--- src/hdl/assert_macros.svh ---
// ----------------------------------------------------------------------------
// Assertion macros
// Shared concurrent assertion wrappers, clocked on clk, reset on rst_n.
// ----------------------------------------------------------------------------
`ifndef ASSERT_MACROS_SVH
`define ASSERT_MACROS_SVH

`ifndef NO_ASSERTIONS

`define ASSERT_ALWAYS(label, prop, msg) \
    label: assert property (@(posedge clk) disable iff (!rst_n) (prop)) else $error(msg);

`define ASSERT_IMPLIES(label, ante, cons, msg) \
    label: assert property (@(posedge clk) disable iff (!rst_n) (ante) |-> (cons)) \
        else $error(msg);

`define ASSERT_NEXT(label, ante, cons, msg) \
    label: assert property (@(posedge clk) disable iff (!rst_n) (ante) |=> (cons)) \
        else $error(msg);

`else

`define ASSERT_ALWAYS(label, prop, msg)
`define ASSERT_IMPLIES(label, ante, cons, msg)
`define ASSERT_NEXT(label, ante, cons, msg)

`endif

`endif

--- src/hdl/msps_pkg.sv ---
// ----------------------------------------------------------------------------
// Stepper phase scheduler package
// Sizes, request and result types, and the full-step phase order.
// ----------------------------------------------------------------------------
package msps_pkg;

    localparam int MOTORS        = 8;
    localparam int POSITION_BITS = 16;
    localparam int MOTOR_IDX_W   = (MOTORS > 1) ? $clog2(MOTORS) : 1;
    localparam int MOTOR_CNT_W   = $clog2(MOTORS + 1);
    localparam int NIBBLE_W      = 4;
    localparam int FRAME_SLOTS   = (MOTORS < 8) ? MOTORS : 8;
    localparam int USED_W        = 4;

    localparam logic KIND_SET  = 1'b0;
    localparam logic KIND_TICK = 1'b1;

    localparam logic [1:0] PH0 = 2'b00;
    localparam logic [1:0] PH1 = 2'b01;
    localparam logic [1:0] PH2 = 2'b10;
    localparam logic [1:0] PH3 = 2'b11;

    typedef struct packed {
        logic               kind;
        logic [2:0]         motor;
        logic signed [15:0] target;
        logic               counterclockwise;
    } cmd_t;

    typedef struct packed {
        logic [31:0] frame;
        logic        all_idle;
    } res_t;

    function automatic logic [1:0] next_phase(input logic [1:0] ph, input logic ccw);
        logic [1:0] n;
        n = PH0;
        if (ccw)
        begin
            case (ph)
                PH0:     n = PH1;
                PH1:     n = PH3;
                PH3:     n = PH2;
                default: n = PH0;
            endcase
        end
        else
        begin
            case (ph)
                PH0:     n = PH2;
                PH2:     n = PH3;
                PH3:     n = PH1;
                default: n = PH0;
            endcase
        end
        return n;
    endfunction

endpackage

--- src/hdl/msps_ram.sv ---
// ----------------------------------------------------------------------------
// Motor record RAM
// Single write port, single read port, registered read data.
// ----------------------------------------------------------------------------
module msps_ram #(
    parameter int WIDTH = 8,
    parameter int DEPTH = 8,
    parameter int ADDR_W = (DEPTH > 1) ? $clog2(DEPTH) : 1
) (
    input  logic              clk,
    input  logic              wr_en,
    input  logic [ADDR_W-1:0] wr_addr,
    input  logic [WIDTH-1:0]  wr_data,
    input  logic [ADDR_W-1:0] rd_addr,
    output logic [WIDTH-1:0]  rd_data
);

    logic [WIDTH-1:0] mem [DEPTH];

    always_ff @(posedge clk)
    begin
        if (wr_en)
        begin
            mem[wr_addr] <= wr_data;
        end
    end

    always_ff @(posedge clk)
    begin
        rd_data <= mem[rd_addr];
    end

endmodule

--- src/hdl/multi_stepper_phase_scheduler.sv ---
// ----------------------------------------------------------------------------
// Multi stepper phase scheduler: a set target is written on acceptance; a tick
// with no busy motor goes straight to the output state, otherwise the RAM scan
// visits one motor per cycle through the motors in service before output.
// Async reset clears flags, valid bits and frame; motors_used resets to 8.
// ----------------------------------------------------------------------------
`include "assert_macros.svh"

module multi_stepper_phase_scheduler (
    input  logic          clk,
    input  logic          rst_n,
    input  logic          cmd_valid,
    output logic          cmd_ready,
    input  msps_pkg::cmd_t cmd,
    output logic          res_valid,
    input  logic          res_ready,
    output msps_pkg::res_t res,
    input  logic          cfg_valid,
    output logic          cfg_ready,
    input  logic [3:0]    cfg_data
);

    import msps_pkg::*;

    localparam int TW = POSITION_BITS + 1;
    localparam int PW = POSITION_BITS + 2;

    typedef enum logic [1:0] {S_IDLE, S_SCAN, S_OUT} state_t;

    state_t                   state_reg;
    logic [MOTOR_IDX_W-1:0]   cur_reg;
    logic [MOTOR_CNT_W-1:0]   used_reg;
    logic                     idle_reg;
    logic [MOTORS-1:0]        active_reg;
    logic [MOTORS-1:0]        enable_reg;
    logic [MOTORS-1:0]        tvld_reg;
    logic [MOTORS-1:0]        pvld_reg;
    logic                     tq_vld_reg;
    logic                     pq_vld_reg;
    logic [NIBBLE_W-1:0]      frame_reg [MOTORS];
    logic [USED_W-1:0]        motors_used_reg;
    logic                     res_valid_reg;
    res_t                     res_reg;

    logic                     accept;
    logic                     t_wr_en;
    logic [MOTOR_IDX_W-1:0]   t_wr_addr;
    logic [TW-1:0]            t_wr_data;
    logic [TW-1:0]            t_rd_data;
    logic                     p_wr_en;
    logic [PW-1:0]            p_wr_data;
    logic [PW-1:0]            p_rd_data;
    logic [MOTOR_IDX_W-1:0]   rd_addr;
    logic [MOTOR_CNT_W-1:0]   used_eff;
    logic                     busy;
    logic [POSITION_BITS-1:0] tgt;
    logic                     dir;
    logic [1:0]               ph;
    logic [POSITION_BITS-1:0] pos;
    logic [1:0]               ph_next;
    logic [POSITION_BITS-1:0] pos_next;
    logic                     stepping;
    logic                     last;
    logic [31:0]              frame_word;

    assign cmd_ready = (state_reg == S_IDLE);
    assign cfg_ready = 1'b1;
    assign res_valid = res_valid_reg;
    assign res       = res_reg;
    assign accept    = cmd_valid && cmd_ready;

    assign t_wr_en   = accept && (cmd.kind == KIND_SET) && (int'(cmd.motor) < MOTORS);
    assign t_wr_addr = MOTOR_IDX_W'(cmd.motor);
    assign t_wr_data = {cmd.counterclockwise, POSITION_BITS'(cmd.target)};
    assign rd_addr   = (state_reg == S_SCAN) ? cur_reg + MOTOR_IDX_W'(1) : '0;

    msps_ram #(.WIDTH(TW), .DEPTH(MOTORS)) u_target_ram (
        .clk     (clk),
        .wr_en   (t_wr_en),
        .wr_addr (t_wr_addr),
        .wr_data (t_wr_data),
        .rd_addr (rd_addr),
        .rd_data (t_rd_data)
    );

    msps_ram #(.WIDTH(PW), .DEPTH(MOTORS)) u_motion_ram (
        .clk     (clk),
        .wr_en   (p_wr_en),
        .wr_addr (cur_reg),
        .wr_data (p_wr_data),
        .rd_addr (rd_addr),
        .rd_data (p_rd_data)
    );

    always_comb
    begin
        used_eff = (int'(motors_used_reg) > MOTORS) ? MOTOR_CNT_W'(MOTORS)
                                                    : MOTOR_CNT_W'(motors_used_reg);
        busy = 1'b0;
        for (int m = 0; m < MOTORS; m++)
        begin
            if (active_reg[m] && (MOTOR_CNT_W'(m) < used_eff))
            begin
                busy = 1'b1;
            end
        end
    end

    always_comb
    begin
        tgt = tq_vld_reg ? t_rd_data[POSITION_BITS-1:0] : '0;
        dir = tq_vld_reg ? t_rd_data[POSITION_BITS] : 1'b0;
        ph  = pq_vld_reg ? p_rd_data[1:0] : PH0;
        pos = pq_vld_reg ? p_rd_data[PW-1:2] : '0;
        ph_next  = next_phase(ph, dir);
        pos_next = pos;
        if (!dir && (ph == PH2))
        begin
            pos_next = pos + POSITION_BITS'(1);
        end
        else if (dir && (ph == PH1))
        begin
            pos_next = pos - POSITION_BITS'(1);
        end
        stepping  = active_reg[cur_reg] && (tgt != pos);
        p_wr_en   = (state_reg == S_SCAN) && stepping;
        p_wr_data = {pos_next, ph_next};
        last      = (MOTOR_CNT_W'(cur_reg) + MOTOR_CNT_W'(1)) == used_reg;
    end

    always_comb
    begin
        frame_word = '0;
        for (int s = 0; s < FRAME_SLOTS; s++)
        begin
            frame_word[NIBBLE_W*s +: NIBBLE_W] = frame_reg[s];
        end
    end

    always_ff @(posedge clk or negedge rst_n)
    begin
        if (!rst_n)
        begin
            state_reg       <= S_IDLE;
            cur_reg         <= '0;
            used_reg        <= '0;
            idle_reg        <= 1'b0;
            active_reg      <= '0;
            enable_reg      <= '0;
            tvld_reg        <= '0;
            pvld_reg        <= '0;
            tq_vld_reg      <= 1'b0;
            pq_vld_reg      <= 1'b0;
            motors_used_reg <= USED_W'(8);
            res_valid_reg   <= 1'b0;
            for (int m = 0; m < MOTORS; m++)
            begin
                frame_reg[m] <= '0;
            end
        end
        else
        begin
            tq_vld_reg <= tvld_reg[rd_addr];
            pq_vld_reg <= pvld_reg[rd_addr];
            if (cfg_valid)
            begin
                motors_used_reg <= cfg_data;
            end
            if (res_valid_reg && res_ready && (state_reg != S_OUT))
            begin
                res_valid_reg <= 1'b0;
            end
            if (t_wr_en)
            begin
                tvld_reg[t_wr_addr]   <= 1'b1;
                active_reg[t_wr_addr] <= 1'b1;
                enable_reg[t_wr_addr] <= 1'b1;
            end
            case (state_reg)
                S_IDLE:
                begin
                    if (accept && (cmd.kind == KIND_TICK))
                    begin
                        used_reg <= used_eff;
                        cur_reg  <= '0;
                        idle_reg <= !busy;
                        state_reg <= busy ? S_SCAN : S_OUT;
                    end
                end
                S_SCAN:
                begin
                    if (active_reg[cur_reg])
                    begin
                        if (stepping)
                        begin
                            pvld_reg[cur_reg]  <= 1'b1;
                            frame_reg[cur_reg] <= {1'b0, enable_reg[cur_reg], ph_next};
                        end
                        else
                        begin
                            active_reg[cur_reg] <= 1'b0;
                            enable_reg[cur_reg] <= 1'b0;
                            frame_reg[cur_reg]  <= {2'b00, ph};
                        end
                    end
                    if (last)
                    begin
                        state_reg <= S_OUT;
                    end
                    else
                    begin
                        cur_reg <= cur_reg + MOTOR_IDX_W'(1);
                    end
                end
                S_OUT:
                begin
                    if (!res_valid_reg || res_ready)
                    begin
                        res_valid_reg <= 1'b1;
                        state_reg     <= S_IDLE;
                    end
                end
                default:
                begin
                    state_reg <= S_IDLE;
                end
            endcase
        end
    end

    always_ff @(posedge clk)
    begin
        if ((state_reg == S_OUT) && (!res_valid_reg || res_ready))
        begin
            res_reg.frame    <= idle_reg ? 32'd0 : frame_word;
            res_reg.all_idle <= idle_reg;
        end
    end

    `ASSERT_IMPLIES(a_scan_in_range, (state_reg == S_SCAN),
                    (MOTOR_CNT_W'(cur_reg) < used_reg), "scan index past motors in service")
    `ASSERT_IMPLIES(a_idle_frame_zero, (res_valid_reg && res_reg.all_idle),
                    (res_reg.frame == 32'd0), "all-idle result with nonzero frame")
    `ASSERT_NEXT(a_idle_tick, (accept && (cmd.kind == KIND_TICK) && !busy),
                 ((state_reg == S_OUT) && idle_reg), "idle tick did not go to output")

endmodule
--- config.mk ---
export PLATFORM = sky130hd
export DESIGN_NAME = multi_stepper_phase_scheduler
export DESIGN_NICKNAME = d
export VERILOG_FILES = /design/src/hdl/msps_pkg.sv /design/src/hdl/msps_ram.sv /design/src/hdl/multi_stepper_phase_scheduler.sv
export VERILOG_INCLUDE_DIRS = /design/src /design/src/hdl
export SDC_FILE = /design/constraint.sdc
export NUM_CORES = 1
export LEC_CHECK = 0
export BUFFER_PORTS_ARGS = -buffer_cell sky130_fd_sc_hd__buf_2
export CORE_MARGIN = 3
export CORE_UTILIZATION = 65
export DETAILED_ROUTE_END_ITERATION = 10
export GPL_TIMING_DRIVEN = 0
export HOLD_SLACK_MARGIN = 0.12
export PLACE_DENSITY_LB_ADDON = 0.25
export SLEW_MARGIN = 20
export SYNTH_ARGS = -nofsm -noshare
export SYNTH_HDL_FRONTEND = slang
export SYNTH_SLANG_ARGS = --single-unit
--- constraint.sdc ---
create_clock -name clk -period 4.6 [get_ports clk]
set_input_delay 0.92 -clock clk [delete_from_list [all_inputs] [get_ports clk]]
set_output_delay 0.92 -clock clk [all_outputs]
set_load 0.01 [all_outputs]
-- Word-level counts from Yosys, hierarchy flattened
Memories as Yosys holds them, arrays and structs flattened. A register that Yosys moved wholly into a read port is not among the register bits.
Cells that the tools add are included.
- bits in registers: 114
- latch bits: 0
- RAM bits: 280
- bits in read-only memories: 0
- bits of input ports: 30
- output and inout port bits: 36
- logic and storage cells: 157
- memories kept: 2
- memories (name ; words ; width ; read ports ; clocked after memory_dff ; write ports ; RTL line ; source):
    u_motion_ram.mem ; 8 ; 18 ; 1 ; 1 ; 1 ; msps_ram.sv:18 ; logic [WIDTH-1:0] mem [DEPTH];
    u_target_ram.mem ; 8 ; 17 ; 1 ; 1 ; 1 ; msps_ram.sv:18 ;
- $add $sub $neg: 4
- multiply operators: 0
- divide/modulo/power cells: 0
- magnitude comparators: 16
- equal/unequal tests: 12
- shifts and indexed selects: 0
- mux-type cells: 59
- bitwise operators: 9
- reductions and logical operators: 33
- operators by type and width (operator ; number):
    32-bit bitwise mux ; 2
    16-bit two-way mux ; 4
    8-bit two-way mux ; 8
    32-bit two-way mux ; 1
    8-bit bitwise OR ; 4
    1-bit two-way mux ; 22
    1-bit logical AND ; 21
    2-bit one-hot mux with 3 select lines ; 3
    16-bit by 1-bit adder with 16-bit output (second input constant) ; 1
    8-bit bitwise AND ; 2
    3-bit by 4-bit less-than comparator with 1-bit output (first input constant) ; 4
    16-bit inequality test ; 1
    16-bit by 1-bit subtractor with 16-bit output (second input constant) ; 1
    1-bit binary-select mux with 3-bit select ; 4
    4-bit demux with 3-bit select ; 1
    3-bit by 4-bit less-than comparator with 1-bit output (second input constant) ; 3
    2-bit two-way mux ; 6
    3-bit two-way mux ; 3
    3-bit AND reduction ; 3
    1-bit by 4-bit less-than comparator with 1-bit output (first input constant) ; 2
    2-bit by 4-bit less-than comparator with 1-bit output (first input constant) ; 2
    4-bit two-way mux ; 2
    2-bit inequality test (second input constant) ; 4
    8-bit NOT ; 1
    19 further kinds ; 28

-- Longest topological paths before layout
- depth after elaboration: 15
- depth in mapped cells: 11
- depth with buffers taken out: 8

-- By module
A second synthesis with hierarchy kept.
- cells, all modules: 1038
- area total of the unflattened synthesis: 17455.5 um^2
- by module, submodules not included (module ; instances ; cells each ; area an instance (um^2) ; sequential area each (um^2)):
    msps_ram (u_motion_ram) ; 1 ; 239 ; 5964.5 ; 4684.5
    multi_stepper_phase_scheduler ; 1 ; 572 ; 5891.9 ; 3019.1
    msps_ram (u_target_ram) ; 1 ; 227 ; 5599.1 ; 4424.2

-- Worst setup path after synthesis
Ideal clock, no wire load.
- path type: input to register
- start: in cmd[20] (netlist bit)
- end: mem u_target_ram.mem[0][0] (netlist bit) (enable)
- library setup time: 0.419 ns
- arrival time: 2.686 ns
- required time: 4.181 ns
- slack: 1.495 ns
- cell stages on the path: 2
- path buffers: 0
- cells stage by stage: or3_1 nor3_1
- cells in the longest elaborated chain, start to end: 4
- RTL lines (element ; RTL line ; source):
    start, declared ; multi_stepper_phase_scheduler.sv:14 ; input msps_pkg::cmd_t cmd,
    1-bit NOT ; multi_stepper_phase_scheduler.sv:72 ; assign t_wr_en = accept && (cmd.kind == KIND_SET) && (int'(cmd.motor) < MOTORS);
    1-bit logical AND ; multi_stepper_phase_scheduler.sv:72 ;
    1-bit two-way mux ; msps_ram.sv:22 ; if (wr_en)
    1-bit two-way mux (not written as such) ; msps_ram.sv:24 ; mem[wr_addr] <= wr_data;
    end, declared ; msps_ram.sv:18 ;
Every way passes these cells.

-- Worst setup path in the final report
- start: reg pq_vld_reg
- end: mem u_motion_ram.mem[5][14] (netlist bit) (data pin)
- cells in the longest elaborated chain, start to end: 5
- elaborated cells between the ends (all ways): 10
- classes of those cells: 2 x add/sub; 2 x eq/ne; 4 x mux; 2 x reduce/logical
- RTL lines (element ; RTL line ; source):
    start, declared ; multi_stepper_phase_scheduler.sv:39 ; logic pq_vld_reg;
    start signal, assigned ; multi_stepper_phase_scheduler.sv:164 ; pq_vld_reg <= pvld_reg[rd_addr];
    parallel branches: the longest is 4 deep, another holds 16-bit by 1-bit subtractor with 16-bit output ; n/a ;
    16-bit two-way mux (*) ; multi_stepper_phase_scheduler.sv:117 ; if (!dir && (ph == PH2))
    via pos_next[12] ; multi_stepper_phase_scheduler.sv:61 ; logic [POSITION_BITS-1:0] pos_next;
    end, declared ; msps_ram.sv:18 ;
Mark *: on every way through the listed nets, which the timed path passes.

==> metrics.txt <==
outcome completed; Power per Cell Area roughly 390 nW/um^2; Cells after Synth between 1,000 and 1,500; fin nets 1,183; vias post-DR approximately 9,700; CP Depth 10; layout cell share with drive strength beyond 1 0.2511; first drt pass iteration count 5; Max transition margin 0.2320; Layout Cells excl Fill ~1,500; DRC viols 0; Initial Util 0.6711; crit start category flop; Mapped Area 17,140 sq um; DRT iter0 DRCs 1,079; Ant. Diodes 0; warning count from the yosys run 0; Hold Fails Final Rpt 0; fmax approximately 270 MHz; CP Max Fanout 10; Final HPWL DP 22,850 um; worst path cell trace buf_2 -> buf_2 -> clkbuf_1 -> nand2_1 -> inv_1 -> ha_1 -> and4_1 -> nand4_1 -> mux2_2 -> o22ai_1; kind of cell adding the most delay to the critical path buffers and inverters; Die Footprint between 20,000 and 30,000 sq um; cell count after placement about 1,400; post-synth top area share 0.5483; syn_area_per_cell 16.52 sq um; max FFs per register ~140; setup violators final 0; clock skew roughly 0.026 ns; Synth cell types 59; FF+latch count, synth 429; RD Place Congestion 0.9485; max-cap viol count 0; critical path arrival 3.87 ns; CP endpoint kind flop; Crit path top cell by count buf_2; CTS H-tree lvls 2; port buffer count 64; actual slew at the worst max-slew pin between 1 and 1.5 ns; filler instances between 1,000 and 1,500; top_reg_cell synth edfxtp_1; post-CTS sizing 0; I/O pins 66; Peak VDD IR roughly 0.47 mV; Mapped Nets 1,071; first-pass GRT wire length slightly below 60,000 um; cell accounting for the most synthesized area edfxtp_1; Post-CTS Hold Buffers 0; Bufs and invs on worst path 4; Final ANT Viol Nets 0; Area growth, synth to finish 13.44%; critical setup path kind reg2reg; HP Class in2async; asr flop ratio synth 0.1888; die height roughly 170 um; cts bufs inserted 42; GRT Total Usage 0.2688; CTS tree built; setup bufs post-CTS 0; Congestion Overflow GR 0; worst-skew pair later-pin latency 0.54 ns; Tmin final 3.650 ns; P_leak 0.006469 uW; synth top area cells edfxtp_1 55%, dfrtp_1 12%, mux4_2 9.2%; Worst path max stage delay a little under 0.6 ns; via/cell ratio roughly 6.4; width of the die roughly 170 um; Multi-input gate area 4865 sq um; Critical-path top delay cell o22ai_1; sequential share of the synthesized area 0.7075; final WL about 37,000 um; Final period util 0.7936; # rows just under 60; Clock Tree Buf Depth 3; setup TNS 0 ns; clock sinks between 400 and 500; post-route core utilization 0.7613; RSZ-0062 raised after global routing false; antenna violations before repair 0; worst reg-to-reg path cell count 10; WP data required just under 5 ns; Avg WL per Cell ~24 um; core area between 20,000 and 30,000 sq um; vias in the first global route 9,868; pin count of the biggest net entering global routing 50; Worst-path clk slew 0.07 ns; FF+latch area 12,130 sq um; fin. max-slew vios 0; Root Driver clkbuf_16; Post-synth EDFFs between 300 and 400
-- worst register-to-register path, delay by kind of cell, from the launching register on --
kind	cells	cell delay, ns
simple gates	3	0.61
buf+inv	4	1.16
compound gates	1	0.58
flops	1	0.48
fa+ha+maj	1	0.20
mux	1	0.30
-- final timing paths --
check                                        start                                 to  slack [ns]
max reg2reg                   pq_vld_reg$_DFF_PN0_  u_motion_ram.mem[5][14]$_DFFE_PP_        0.95
min reg2reg                pvld_reg[4]$_DFFE_PN0P_            pvld_reg[4]$_DFFE_PN0P_        0.46
min in group clk           pvld_reg[4]$_DFFE_PN0P_            pvld_reg[4]$_DFFE_PN0P_        0.46
max in group asynchronous                    rst_n          frame_reg[30]$_DFFE_PN0P_        3.67
max                           pq_vld_reg$_DFF_PN0_  u_motion_ram.mem[5][14]$_DFFE_PP_        0.95
min                                          rst_n            pvld_reg[3]$_DFFE_PN0P_        0.33
-- cell usage in the layout (no fill, tap or decap), types with 7 or more instances in the layout --
master,Yosys,layout
nor2_1,29,16
buf_2,10,73
dfrtp_1,80,80
o211ai_1,7,7
nand2b_1,19,19
nor3_1,10,9
o21ai_0,46,46
or2_2,12,12
nor2_4,0,13
inv_1,12,12
and2_1,12,12
mux4_2,70,70
o32ai_1,7,7
clkbuf_16,0,43
mux2_2,57,57
a21oi_1,13,13
clkbuf_1,36,49
o21a_1,16,16
o22ai_1,11,11
xor2_1,11,11
nand4_1,14,14
nor2b_1,41,40
edfxtp_1,313,313
nand2_1,61,61
and2_0,8,8
or3_1,7,7
nand3_1,15,15
dfxtp_1,35,35
-- layout make-up --
class	count	area share
multi-input combinational	543	0.2501
buffer	54	0.01158
clock buffer	58	0.05926
sequential	429	0.6236
timing repair buffer	68	0.02001
clock inverter	19	0.01184
tap	330	0.02123
inverter	12	0.002316
-- routing by layer --
| layer | part of all wire | track usage |
|---|---|---|
| met2 | 0.49 | 0.4343 |
| met1 | 0.41 | 0.3808 |
| met5 | 0 | 0 |
| met4 | 0.027 | 0.08609 |
| met3 | 0.070 | 0.05001 |
-- per-stage QoR --
stage | instance area (sq um) | total power, uW | setup slack, ns | hold slack [ns]
final | 19450 | 7629 | 0.9495 | 0.3342
after global routing | 19450 | 7833 | 0.7964 | 0.3589
after CTS | 19440 | 7662 | 0.8998 | 0.3351
after detailed placement | 18050 | 4271 | 0.9066 | 0.4496
after global placement | 17880 | 4263 | 0.2468 | 0.4425
after floorplan | 17140 | 4223 | 1.495 | 0.4278
-- cell usage after synthesis (all sizes together), types with 3 or more instances --
cell type,count
o21ai,46
xnor2,6
dfxtp,35
o22ai,11
dfrtp,80
and3,4
nand4,14
mux2i,5
nor3,10
or3,7
and2,20
o221ai,6
nand4b,5
o21a,16
mux2,57
a21oi,13
nor2b,41
nor4,5
nand3,15
o31ai,3
nor2,29
ha,3
clkbuf,36
mux4,70
or2,16
xor2,11
edfxtp,313
nor4b,5
a22oi,4
a21o,3
o211ai,7
nand2,61
nand2b,19
inv,12
o32ai,7
buf,18
-- power breakdown --
part | switching [uW] | total (uW) | internal (uW)
Sequential | 5.25 | 4130 | 4130
Clock | 1400 | 3440 | 2040
Combinational | 38.6 | 57.3 | 18.7
-- kinds of logic (layout without fill, tap and decap cells) --
family / after synthesis / count (layout) / synth area share
adders and majority gates: 3 / 3 / 0.002190
buffers and inverters: 66 / 211 / 0.01562
and+or+nand+nor: 257 / 257 / 0.08211
muxes: 132 / 132 / 0.1323
other: 1 / 1 / 0.0002188
AOI/OAI and AO/OA: 133 / 133 / 0.05138
DFF: 429 / 429 / 0.7075
xor gates and xnor gates: 17 / 17 / 0.008685
No activity file was read; power rests on OpenSTA's default activity.
